===== config.mk =====
export PLATFORM = sky130hd
export DESIGN_NAME = bounded_sorted_top_k_insert
export DESIGN_NICKNAME = d
export VERILOG_FILES = /design/src/hdl/tki_pkg.sv /design/src/hdl/bounded_sorted_top_k_insert.sv /design/src/hdl/tki_cell.sv
export SDC_FILE = /design/constraint.sdc
export NUM_CORES = 2
export LEC_CHECK = 0
export BUFFER_PORTS_ARGS = -buffer_cell sky130_fd_sc_hd__buf_2
export CAP_MARGIN = 40
export CORE_ASPECT_RATIO = 0.9
export CORE_UTILIZATION = 28
export DETAILED_ROUTE_END_ITERATION = 8
export PLACE_DENSITY_LB_ADDON = 0.15
export SYNTH_ARGS = -nofsm -noshare
export SYNTH_HDL_FRONTEND = slang
export SYNTH_SLANG_ARGS = --single-unit

===== constraint.sdc =====
create_clock -name clk -period 7.2 [get_ports clk]
set_input_delay 1.08 -clock clk [delete_from_list [all_inputs] [get_ports clk]]
set_output_delay 1.08 -clock clk [all_outputs]
set_load 0.02 [all_outputs]

===== src/hdl/tki_pkg.sv =====
// Package for the bounded sorted top-k insert block.
// Holds field widths, operation codes and the payload and control structs.
// No dependencies.
package tki_pkg;

	localparam int KEY_W    = 32;
	localparam int POS_W    = 32;
	localparam int K_W      = 5;
	localparam int RIDX_W   = 4;
	localparam int FILL_W   = 5;
	localparam int DEF_MAX_NEIGHBORS = 16;
	localparam int K_RESET  = 16;

	localparam logic [KEY_W-1:0] EMPTY_KEY = '1;
	localparam logic [POS_W-1:0] EMPTY_POS = '1;

	typedef enum logic [1:0] {
		FN_CLEAR = 2'd0,
		FN_OFFER = 2'd1,
		FN_READ  = 2'd2
	} func_t;

	typedef struct packed {
		logic [1:0]        func;
		logic [KEY_W-1:0]  cand_key;
		logic [POS_W-1:0]  cand_position;
		logic [RIDX_W-1:0] read_index;
	} cmd_t;

	typedef struct packed {
		logic              accepted;
		logic [KEY_W-1:0]  entry_key;
		logic [POS_W-1:0]  entry_position;
		logic [FILL_W-1:0] fill_count_out;
		logic [KEY_W-1:0]  kth_key;
	} rsp_t;

	// Broadcast control from the top level to every cell
	typedef struct packed {
		logic clear;   // empty every slot
		logic insert;  // accepted candidate: place or shift
		logic trunc;   // new k written: empty slots at rank k and beyond
	} cell_ctrl_t;

endpackage


===== src/hdl/bounded_sorted_top_k_insert.sv =====
// Top level of the bounded sorted top-k insert block: a row of list cells,
// the acceptance decision, fill count, k register and result port.
// Depends on tki_pkg and tki_cell.
//
// Usage:
//   Command channel: present cmd and raise start; the transaction is taken at
//   the rising edge where start is high and busy is low. busy stays low, so a
//   command may be issued in every cycle.
//   Operations: clear empties the list, offer inserts a (key, position) pair
//   in sorted place when its key is below the k-th key and not already held,
//   read reports one rank. Every command returns one result.
//   Result channel: done is high for exactly one cycle, the cycle after the
//   command was taken, and rsp holds the state after that command. The
//   receiver cannot stall; it must take rsp while done is high.
//   Throughput is one command per cycle: every cell compares against the
//   broadcast candidate and shifts in the same cycle.
//   Configuration: cfg_we with cfg_wdata writes k (0 acts as 1, values above
//   MAX_NEIGHBORS act as MAX_NEIGHBORS); slots at rank k and beyond empty.
//   Write it only while no result is pending.
//   Reset: all slots empty (all ones), fill count zero, k = 16 (capped at MAX_NEIGHBORS).
module bounded_sorted_top_k_insert #(
	parameter int MAX_NEIGHBORS = tki_pkg::DEF_MAX_NEIGHBORS
) (
	input  logic                     clk,
	input  logic                     arst_n,
	input  logic                     start,
	output logic                     busy,
	input  tki_pkg::cmd_t            cmd,
	output logic                     done,
	output tki_pkg::rsp_t            rsp,
	input  logic                     cfg_we,
	input  logic [tki_pkg::K_W-1:0]  cfg_wdata
);

	localparam int CNT_W = $clog2(MAX_NEIGHBORS + 1);
	localparam int IDX_W = (MAX_NEIGHBORS > 1) ? $clog2(MAX_NEIGHBORS) : 1;
	localparam int K_RST = (tki_pkg::K_RESET > MAX_NEIGHBORS) ? MAX_NEIGHBORS
	                                                           : tki_pkg::K_RESET;

	logic [tki_pkg::KEY_W-1:0] key_a [MAX_NEIGHBORS];
	logic [tki_pkg::POS_W-1:0] pos_a [MAX_NEIGHBORS];
	logic [MAX_NEIGHBORS-1:0]  gt_v;
	logic [MAX_NEIGHBORS-1:0]  eq_v;

	logic [CNT_W-1:0]          k_q;
	logic [CNT_W-1:0]          k_new;
	logic [CNT_W-1:0]          k_lim;
	logic [CNT_W-1:0]          fill_q;
	logic [IDX_W-1:0]          kth_sel;
	logic [IDX_W-1:0]          rd_sel;
	logic                      take;
	logic                      acc;
	tki_pkg::cell_ctrl_t       ctrl;

	logic                      done_q;
	logic                      acc_q;
	logic [tki_pkg::RIDX_W-1:0] ridx_q;
	logic [1:0]                func_q;

	// Every command completes in the cycle it is taken
	assign busy = 1'b0;
	assign take = start && !busy;

	// Saturate the written k into 1..MAX_NEIGHBORS
	always_comb begin
		if (cfg_wdata == '0) begin
			k_new = CNT_W'(1);
		end else if (int'(cfg_wdata) > MAX_NEIGHBORS) begin
			k_new = CNT_W'(MAX_NEIGHBORS);
		end else begin
			k_new = CNT_W'(cfg_wdata);
		end
	end

	assign k_lim   = cfg_we ? k_new : k_q;
	assign kth_sel = IDX_W'(k_q - CNT_W'(1));

	// Accept when below the k-th key and no held key matches
	assign acc = take && (cmd.func == tki_pkg::FN_OFFER) && gt_v[kth_sel] && !(|eq_v);

	always_comb begin
		ctrl.clear  = take && (cmd.func == tki_pkg::FN_CLEAR);
		ctrl.insert = acc;
		ctrl.trunc  = cfg_we;
	end

	// Row of list cells, rank 0 first
	for (genvar g = 0; g < MAX_NEIGHBORS; g++) begin : g_cell
		logic [tki_pkg::KEY_W-1:0] pk;
		logic [tki_pkg::POS_W-1:0] pp;
		logic                      pg;
		if (g == 0) begin : g_first
			assign pk = tki_pkg::EMPTY_KEY;
			assign pp = tki_pkg::EMPTY_POS;
			assign pg = 1'b0;
		end else begin : g_rest
			assign pk = key_a[g-1];
			assign pp = pos_a[g-1];
			assign pg = gt_v[g-1];
		end
		tki_cell #(
			.CELL_IDX (g),
			.CNT_W    (CNT_W)
		) u_cell (
			.clk           (clk),
			.arst_n        (arst_n),
			.cand_key      (cmd.cand_key),
			.cand_position (cmd.cand_position),
			.prev_key      (pk),
			.prev_position (pp),
			.prev_gt       (pg),
			.k_lim         (k_lim),
			.ctrl          (ctrl),
			.gt            (gt_v[g]),
			.eq            (eq_v[g]),
			.key           (key_a[g]),
			.position      (pos_a[g])
		);
	end

	// Hold k and the fill count
	always_ff @(posedge clk or negedge arst_n) begin
		if (!arst_n) begin
			k_q    <= CNT_W'(K_RST);
			fill_q <= '0;
		end else if (cfg_we) begin
			k_q <= k_new;
			if (fill_q > k_new) begin
				fill_q <= k_new;
			end
		end else if (ctrl.clear) begin
			fill_q <= '0;
		end else if (acc && (fill_q < k_q)) begin
			fill_q <= fill_q + CNT_W'(1);
		end
	end

	// Mark the result cycle and hold what the result needs
	always_ff @(posedge clk or negedge arst_n) begin
		if (!arst_n) begin
			done_q <= 1'b0;
		end else begin
			done_q <= take;
		end
	end

	always_ff @(posedge clk) begin
		if (take) begin
			acc_q  <= acc;
			ridx_q <= cmd.read_index;
			func_q <= cmd.func;
		end
	end

	assign rd_sel = IDX_W'(ridx_q);
	assign done   = done_q;

	// Read the updated list for the result
	always_comb begin
		rsp.accepted = acc_q;
		if (int'(ridx_q) < MAX_NEIGHBORS) begin
			rsp.entry_key      = key_a[rd_sel];
			rsp.entry_position = pos_a[rd_sel];
		end else begin
			rsp.entry_key      = tki_pkg::EMPTY_KEY;
			rsp.entry_position = tki_pkg::EMPTY_POS;
		end
		rsp.fill_count_out = tki_pkg::FILL_W'(fill_q);
		rsp.kth_key        = key_a[kth_sel];
	end

	// Fill count never exceeds k
	a_fill_le_k: assert property (@(posedge clk) disable iff (!arst_n)
		fill_q <= k_q)
		else $error("fill count above k");

	// The threshold slot stays empty until the list is full
	a_kth_empty: assert property (@(posedge clk) disable iff (!arst_n)
		(fill_q < k_q) |-> (key_a[kth_sel] == tki_pkg::EMPTY_KEY))
		else $error("k-th slot occupied while list not full");

	// Each taken command yields one result in the next cycle
	a_done_follows: assert property (@(posedge clk) disable iff (!arst_n)
		take |=> done)
		else $error("result strobe missing after command");

	// Only an offer can report accepted
	a_acc_offer: assert property (@(posedge clk) disable iff (!arst_n)
		(done && rsp.accepted) |-> (func_q == tki_pkg::FN_OFFER))
		else $error("accepted reported for a non-offer command");

	// An accepted offer grows the list unless it was full
	a_acc_fill: assert property (@(posedge clk) disable iff (!arst_n)
		(acc && (fill_q < k_q)) |=> (fill_q == $past(fill_q) + CNT_W'(1)))
		else $error("fill count did not grow on insert");

endmodule


===== src/hdl/tki_cell.sv =====
// One slot of the sorted list: holds a key and a position, compares against the
// broadcast candidate and takes the candidate or its lower neighbor's entry.
// Depends on tki_pkg.
module tki_cell #(
	parameter int CELL_IDX = 0,
	parameter int CNT_W    = 5
) (
	input  logic                       clk,
	input  logic                       arst_n,
	input  logic [tki_pkg::KEY_W-1:0]  cand_key,
	input  logic [tki_pkg::POS_W-1:0]  cand_position,
	input  logic [tki_pkg::KEY_W-1:0]  prev_key,
	input  logic [tki_pkg::POS_W-1:0]  prev_position,
	input  logic                       prev_gt,
	input  logic [CNT_W-1:0]           k_lim,
	input  tki_pkg::cell_ctrl_t        ctrl,
	output logic                       gt,
	output logic                       eq,
	output logic [tki_pkg::KEY_W-1:0]  key,
	output logic [tki_pkg::POS_W-1:0]  position
);

	logic [tki_pkg::KEY_W-1:0] key_q;
	logic [tki_pkg::POS_W-1:0] pos_q;
	logic                      in_k;

	// Compare the held key against the candidate
	assign gt   = key_q > cand_key;
	assign eq   = key_q == cand_key;
	assign in_k = CNT_W'(CELL_IDX) < k_lim;

	assign key      = key_q;
	assign position = pos_q;

	// Empty, take the candidate, or shift in the neighbor's entry
	always_ff @(posedge clk or negedge arst_n) begin
		if (!arst_n) begin
			key_q <= tki_pkg::EMPTY_KEY;
			pos_q <= tki_pkg::EMPTY_POS;
		end else if (ctrl.clear || (ctrl.trunc && !in_k)) begin
			key_q <= tki_pkg::EMPTY_KEY;
			pos_q <= tki_pkg::EMPTY_POS;
		end else if (ctrl.insert && gt && in_k) begin
			if (prev_gt) begin
				key_q <= prev_key;
				pos_q <= prev_position;
			end else begin
				key_q <= cand_key;
				pos_q <= cand_position;
			end
		end
	end

endmodule


# Word-level counts from Yosys, hierarchy flattened
# Cells that the tools add are included.
[totals]
out_inout_bits = 104
register_bits = 1040
[op_classes]
n_eq_ne = 18
order_cmp = 38
mux = 112
reduce_logical = 107
addsub = 2
n_bitwise = 2
[op_table]
columns = ["op", "n"]
rows = [
  ["two-way mux 32 bit", 100],
  ["equality test 32 bit", 16],
  ["greater-than comparator 32 bit", 16],
  ["binary-select mux 32 bit (select 4 bit)", 3],
  ["logical AND 1 bit", 53],
  ["less-than comparator 4 x 5 -> 1 bit (first input constant)", 8],
  ["two-way mux 5 bit", 7],
  ["nonzero test 2 bit", 16],
  ["less-than comparator 3 x 5 -> 1 bit (first input constant)", 4],
  ["logical NOT 1 bit", 17],
  ["logical OR 1 bit", 16],
  ["OR reduction 16 bit", 1],
  [">= comparator 5 bit (second input constant)", 2],
  ["less-than comparator 1 x 5 -> 1 bit (first input constant)", 2],
  ["less-than comparator 2 x 5 -> 1 bit (first input constant)", 2],
  ["inverter 4 -> 5 bit", 2],
  ["adder 5 x 1 -> 5 bit (second input constant)", 1],
  ["greater-than comparator 5 bit", 1],
  ["greater-than comparator 5 bit (second input constant)", 1],
  ["logical NOT 5 bit", 1],
  ["less-than comparator 4 x 5 -> 1 bit (second input constant)", 1],
  ["less-than comparator 5 bit", 1],
  ["binary-select mux 1 bit (select 4 bit)", 1],
  ["subtractor 4 x 1 -> 4 bit (second input constant)", 1],
  ["6 further kinds", 6],
]

# Depth between registers and ports, before layout
[depth]
ltp_word = 9
ltp_mapped = 16
mapped_depth_nobuf = 14

# Hierarchy
# A second synthesis with hierarchy kept.
[unflattened]
cells_unflattened = 7829
area_unflattened_um2 = 85648.4
[by_module_without_submodules]
columns = ["module", "area_per_inst_um2", "cells_each", "n_inst"]
rows = [
  ["bounded_sorted_top_k_insert", 12499.5, 725, 1],
  ["tki_cell (g_cell[10].u_cell)", 5118.7, 493, 1],
  ["tki_cell (g_cell[13].u_cell)", 4889.7, 424, 1],
  ["tki_cell (g_cell[11].u_cell)", 4888.4, 424, 1],
  ["tki_cell (g_cell[14].u_cell)", 4870.9, 425, 1],
  ["tki_cell (g_cell[12].u_cell)", 4862.2, 426, 1],
  ["tki_cell (g_cell[5].u_cell)", 4653.2, 421, 1],
  ["tki_cell (g_cell[1].u_cell)", 4564.4, 479, 1],
  ["tki_cell (g_cell[2].u_cell)", 4526.8, 474, 1],
  ["tki_cell (g_cell[9].u_cell)", 4484.3, 476, 1],
  ["tki_cell (g_cell[3].u_cell)", 4463.0, 474, 1],
  ["tki_cell (g_cell[6].u_cell)", 4433.0, 421, 1],
  ["tki_cell (g_cell[0].u_cell)", 4409.2, 481, 1],
  ["tki_cell (g_cell[7].u_cell)", 4364.2, 421, 1],
  ["3 more rows", "-", "-", "-"],
]

# Worst setup path after synthesis
# OpenSTA, ideal clock, no wires.
[synth_path]
kind = "input port to flip-flop"
startpoint = "input cmd[61] in the netlist's numbering"
endpoint = "register g_cell[1].u_cell.key_q (netlist bit g_cell[1].u_cell.key[10])"
t_arrival_ns = 4.828
setup_time_ns = 0.075
stages = 15
t_required_ns = 7.125
setup_slack_ns = 2.298
path_buffers = 3
path_cell_list = "inv_1 > ha_1 > nand2_1 > or3_1 > or4_1 > a211oi_2 > nor3_1 > or2_1 > mux4_2 > o31a_1 > buf_2 > or4_1 > buf_4 > buf_6 > mux2i_1"
[synth_between]
elab_chain_len = 8
elab_cells_between_ends = 44
classes_between = "16 x order compare; 16 x eq/ne; 5 x mux; 7 x reduce/logical"
[synth_lines]
columns = ["item", "line", "source"]
rows = [
  ["start: declaration", "bounded_sorted_top_k_insert.sv:28", "input tki_pkg::cmd_t cmd,"],
  ["greater-than comparator 32 bit", "tki_cell.sv:28", "assign gt = key_q > cand_key;"],
  ["binary-select mux 1 bit (select 4 bit)", "bounded_sorted_top_k_insert.sv:79", "assign acc = take && (cmd.func == tki_pkg::FN_OFFER) && gt_v[kth_sel] && !(|eq_v);"],
  ["two-way mux 1 bit (not written as such)", "bounded_sorted_top_k_insert.sv:79", ""],
  ["logical AND 1 bit (2 in a row)", "bounded_sorted_top_k_insert.sv:79", ""],
  ["logical AND 1 bit (2 in a row)", "tki_cell.sv:43", "end else if (ctrl.insert && gt && in_k) begin"],
  ["nonzero test 2 bit (no line)", "-", ""],
  ["end signal: assignment", "tki_cell.sv:41", "key_q <= tki_pkg::EMPTY_KEY;"],
  ["end signal: assignment", "tki_cell.sv:45", "key_q <= prev_key;"],
  ["end signal: assignment", "tki_cell.sv:48", "key_q <= cand_key;"],
  ["end: declaration", "tki_cell.sv:23", "logic [tki_pkg::KEY_W-1:0] key_q;"],
]
# Several ways; a longest one is shown, not always the timed one. The select of a mux whose other input is x is not followed.
# A chain may end at the register's enable or synchronous reset.

# Worst setup path in the final report
[layout_path]
startpoint = "input cmd[59] in the netlist's numbering"
endpoint = "register g_cell[4].u_cell.key_q (netlist bit g_cell[4].u_cell.key[26])"
[layout_between]
elab_chain_len = 8
elab_cells_between_ends = 44
classes_between = "16 x order compare; 16 x eq/ne; 5 x mux; 7 x reduce/logical"
[layout_lines]
columns = ["item", "line"]
rows = [
  ["greater-than comparator 32 bit", "tki_cell.sv:28"],
  ["binary-select mux 1 bit (select 4 bit)", "bounded_sorted_top_k_insert.sv:79"],
  ["two-way mux 1 bit (not written as such)", "bounded_sorted_top_k_insert.sv:79"],
  ["logical AND 1 bit (2 in a row)", "bounded_sorted_top_k_insert.sv:79"],
  ["logical AND 1 bit (2 in a row)", "tki_cell.sv:43"],
  ["nonzero test 2 bit (no line)", "-"],
  ["end signal: assignment", "tki_cell.sv:41"],
  ["end signal: assignment", "tki_cell.sv:45"],
  ["end signal: assignment", "tki_cell.sv:48"],
  ["end: declaration", "tki_cell.sv:23"],
]
# Several ways; a longest one is shown, not always the timed one. The select of a mux whose other input is x is not followed.

==> results.tsv <==
metric	value	unit
yosysSeqAreaShare	35.66	%
peakVddDrop	0.2508	mV
syn_inst	6901	
r2r_start	g_cell[11].u_cell.key[23]	
synth_seq_cells	1040	
p_switching	8.259	mW
clk_pin_slew	60	ps
synth-async-reset-ratio	99.52	%
routed_wl	365.3	mm
setup_viol	0	
rows	181	
synthFlopType	dfstp_2	
root_buffer	clkbuf_16	
critPathMaxFanout	39	
vias	62040	
period_needed	6088	ps
power_frac_clock	32.5	%
die-height	498.3	um
path_class	in -> reg	
reg2regPathDepth	12	
core	0.2713	mm2
synth-edff-count	5	
die-area	0.2758	mm2
yosysWarnings	0	
startpoint_type	input pin	
skew	71.86	ps
fp.dieW	553.5	um
fin_ws	1112	ps
slew_violations	0	
place_inst	10360	
drc_errors	0	
whs_path_depth	1	
syn_area	0.07664	mm2
portBuffers	181	
track_usage	25.91	%
pre_cts_ws	486.1	ps
p_per_area	249.4	mW/mm2
route.detailed.wl_per_inst	34.45	um
grt.overflow.total	0	
first_global_vias	61000	
hp-start	cmd[2]	
cts.sinks	1040	
hpwl	243.6	mm
post_cts_resized	0	
instances_no_fill	10600	
fmax	0.1642	GHz
gr-usage-met1	37.95	%
n_fill_cell	27270	
grt.busiest_layer	met1	
p_seq_share	35.1	%
cts_tree	done	
p_int	13.65	mW
use_met3	5.118	%
p_leak	39.60	nW
utilization	32.38	%
start_util	28.25	%
ios	183	
use_met2	37.95	%
insertion_delay	860	ps
vias_per_cell	5.852	
hold_path.class	in -> reg	
p_comb_share	32.4	%
antenna_found_initial	50	
maxCapViolations	0	
cp.required	7940	ps
synthesis.nets	7503	
r2r_slack	1910	ps
cts_inserted_buffers	141	
fin_setup_tns	0	ps
rsz0062_at_grt	false	
antenna_left	0	
power_switching_share	37.69	%
total_power	21.91	mW
maxSlewHeadroom	21.94	%
grt_max_degree	142	
arrival	6820	ps
cts_hold_buf	0	
nNetsFinal	7534	
synth.distinct_cells	69	
min_to	rd_sel[2]	
final-hold-violation-count	0	
post-route-period-util	84.56	%
place_congestion	0.9517	
clock_path_buffers	4	
firstDrtPassIters	5	
post-cts-setup-buffers	0	
syn_avg_cell_area	11.11	um2
reg2reg_to	g_cell[4].u_cell.key[26]	
area_growth	14.64	%
crit_path_end_kind	flip-flop	
tightest_slew	1171	ps
status	finished clean	
htree_levels	4	
drt_iter0_drc	6592	
grt_pass1_wl	509.2	mm
layout-drive-gt1-share	31.45	%
-- registers in the layout, indices dropped and copies added, names as in the netlist --
signal / flops
acc_q: 1
done: 1
rd_sel: 4
k_q: 5
g_cell.u_cell.key: 512
g_cell.u_cell.position: 512
fill_q: 5
-- power groups by stage --
| stage | combinational, mW | sequential [mW] | clock (mW) |
|---|---|---|---|
| floorplan | 4.26 | 7.32 | 0 |
| global placement | 6.80 | 7.73 | 0 |
| global route | 7.45 | 7.76 | 7.49 |
| detailed placement | 6.99 | 7.74 | 0 |
| finish | 7.10 | 7.69 | 7.12 |
| CTS | 7.01 | 7.66 | 7.27 |
-- worst max path at each step --
stage,slack [ps],endpoint,depth (start not counted),startpoint
after floorplan,2300,g_cell[1].u_cell.key[10],15,cmd[61]
after global placement,270,g_cell[4].u_cell.key[24],16,cmd[43]
after detailed placement,490,g_cell[4].u_cell.key[23],15,cmd[59]
after CTS,1280,rsp[4],6,k_q[0]
after global routing,1040,g_cell[4].u_cell.key[20],15,cmd[59]
final,1110,g_cell[4].u_cell.key[26],15,cmd[59]
-- per-layer routing --
metal  wire length (um)  vias up
met5                263        -
met4              12370       26
met3              28220      564
met2             154700     2645
met1             169700    32910
li1                   -    25900
-- metrics by stage --
stage | instance area [um2] | hold slack (ps)
floorplan | 76640 | 502.7
global placement | 82780 | 515.6
detailed placement | 83410 | 525.1
CTS | 87830 | 384.1
global route | 87840 | 406.0
finish | 87860 | 424.9
-- critical path, stage by stage --
cell and delay [ps]:
buf_2 340, inv_1 280, buf_4 300, ha_1 360, nand4_1 410, nor4_1 780
nand3_1 430, nor3b_1 290, a211oi_4 550, a32o_1 270, a21oi_1 120, nand3b_1 560
or4_4 300, buf_12 400, mux2i_1 250
-- cell usage in the layout, fill, tap and decap left out, types with 10 or more instances in the layout --
cell type,Yosys,routed
a31oi_1,69,68
ha_1,523,522
buf_16,0,14
nand2_1,285,276
nand4_1,122,122
buf_2,76,188
a21o_1,45,44
nor3_1,24,24
nand3_1,65,58
o21a_1,11,11
a211oi_1,24,23
dfstp_2,1025,1025
o21ai_0,290,290
nor2_1,1034,1033
mux2i_1,1750,1750
mux4_2,481,481
o211ai_1,33,33
a2111oi_0,11,10
inv_1,77,77
clkbuf_8,0,30
a21oi_1,205,204
diode_2,0,13
clkbuf_1,383,32
buf_12,0,75
clkinv_2,0,13
buf_4,5,157
clkbuf_16,0,142
nor4_1,91,91
nor2b_1,20,20
-- logic make-up (layout without fill, tap and decap cells) --
| group | count (synthesis) | after routing | synth area share (%) |
|---|---|---|---|
| other | 1 | 14 | 0.004893 |
| adders and majority gates | 523 | 523 | 8.539 |
| buffers and inverters | 630 | 750 | 3.293 |
| xor gates and xnor gates | 3 | 3 | 0.03429 |
| DFF | 1040 | 1040 | 35.66 |
| and+or+nand+nor | 1703 | 1703 | 9.525 |
| muxes | 2234 | 2234 | 37.04 |
| AOI/OAI and AO/OA | 767 | 767 | 5.905 |
-- Yosys cell counts (11+ instances only) --
| library cell | number | area (um2) |
|---|---|---|
| nor3_1 | 24 | 120.1 |
| a211oi_1 | 24 | 180.2 |
| clkbuf_1 | 383 | 1438 |
| a21o_1 | 45 | 337.8 |
| a2111oi_0 | 11 | 96.34 |
| nor4_1 | 91 | 569.3 |
| nand2_1 | 285 | 1070 |
| o21ai_0 | 290 | 1451 |
| inv_1 | 77 | 289.0 |
| dfstp_2 | 1025 | 26930 |
| nand4_1 | 122 | 763.2 |
| buf_2 | 76 | 380.4 |
| buf_1 | 82 | 307.8 |
| o211ai_1 | 33 | 247.7 |
| mux2i_1 | 1750 | 17520 |
| nand3_1 | 65 | 325.3 |
| mux4_2 | 481 | 10830 |
| ha_1 | 523 | 6544 |
| a21oi_1 | 205 | 1026 |
| nor2b_1 | 20 | 125.1 |
| o21a_1 | 11 | 82.58 |
| a31oi_1 | 69 | 431.7 |
| nor2_1 | 1034 | 3881 |
-- final cells by class --
type                    count  area [um2]  area share (%)
inverters                  78       292.8          0.3332
clock inverters            28       330.3          0.3760
repair buffers            440        4058           4.618
diodes                     13       32.53         0.03703
flip-flops and latches   1040       27340           31.11
well taps                3568        4464           5.081
clock buffers             204        4086           4.651
multi-input cells        5231       47260           53.79
Power figures use the tool's default switching activity.
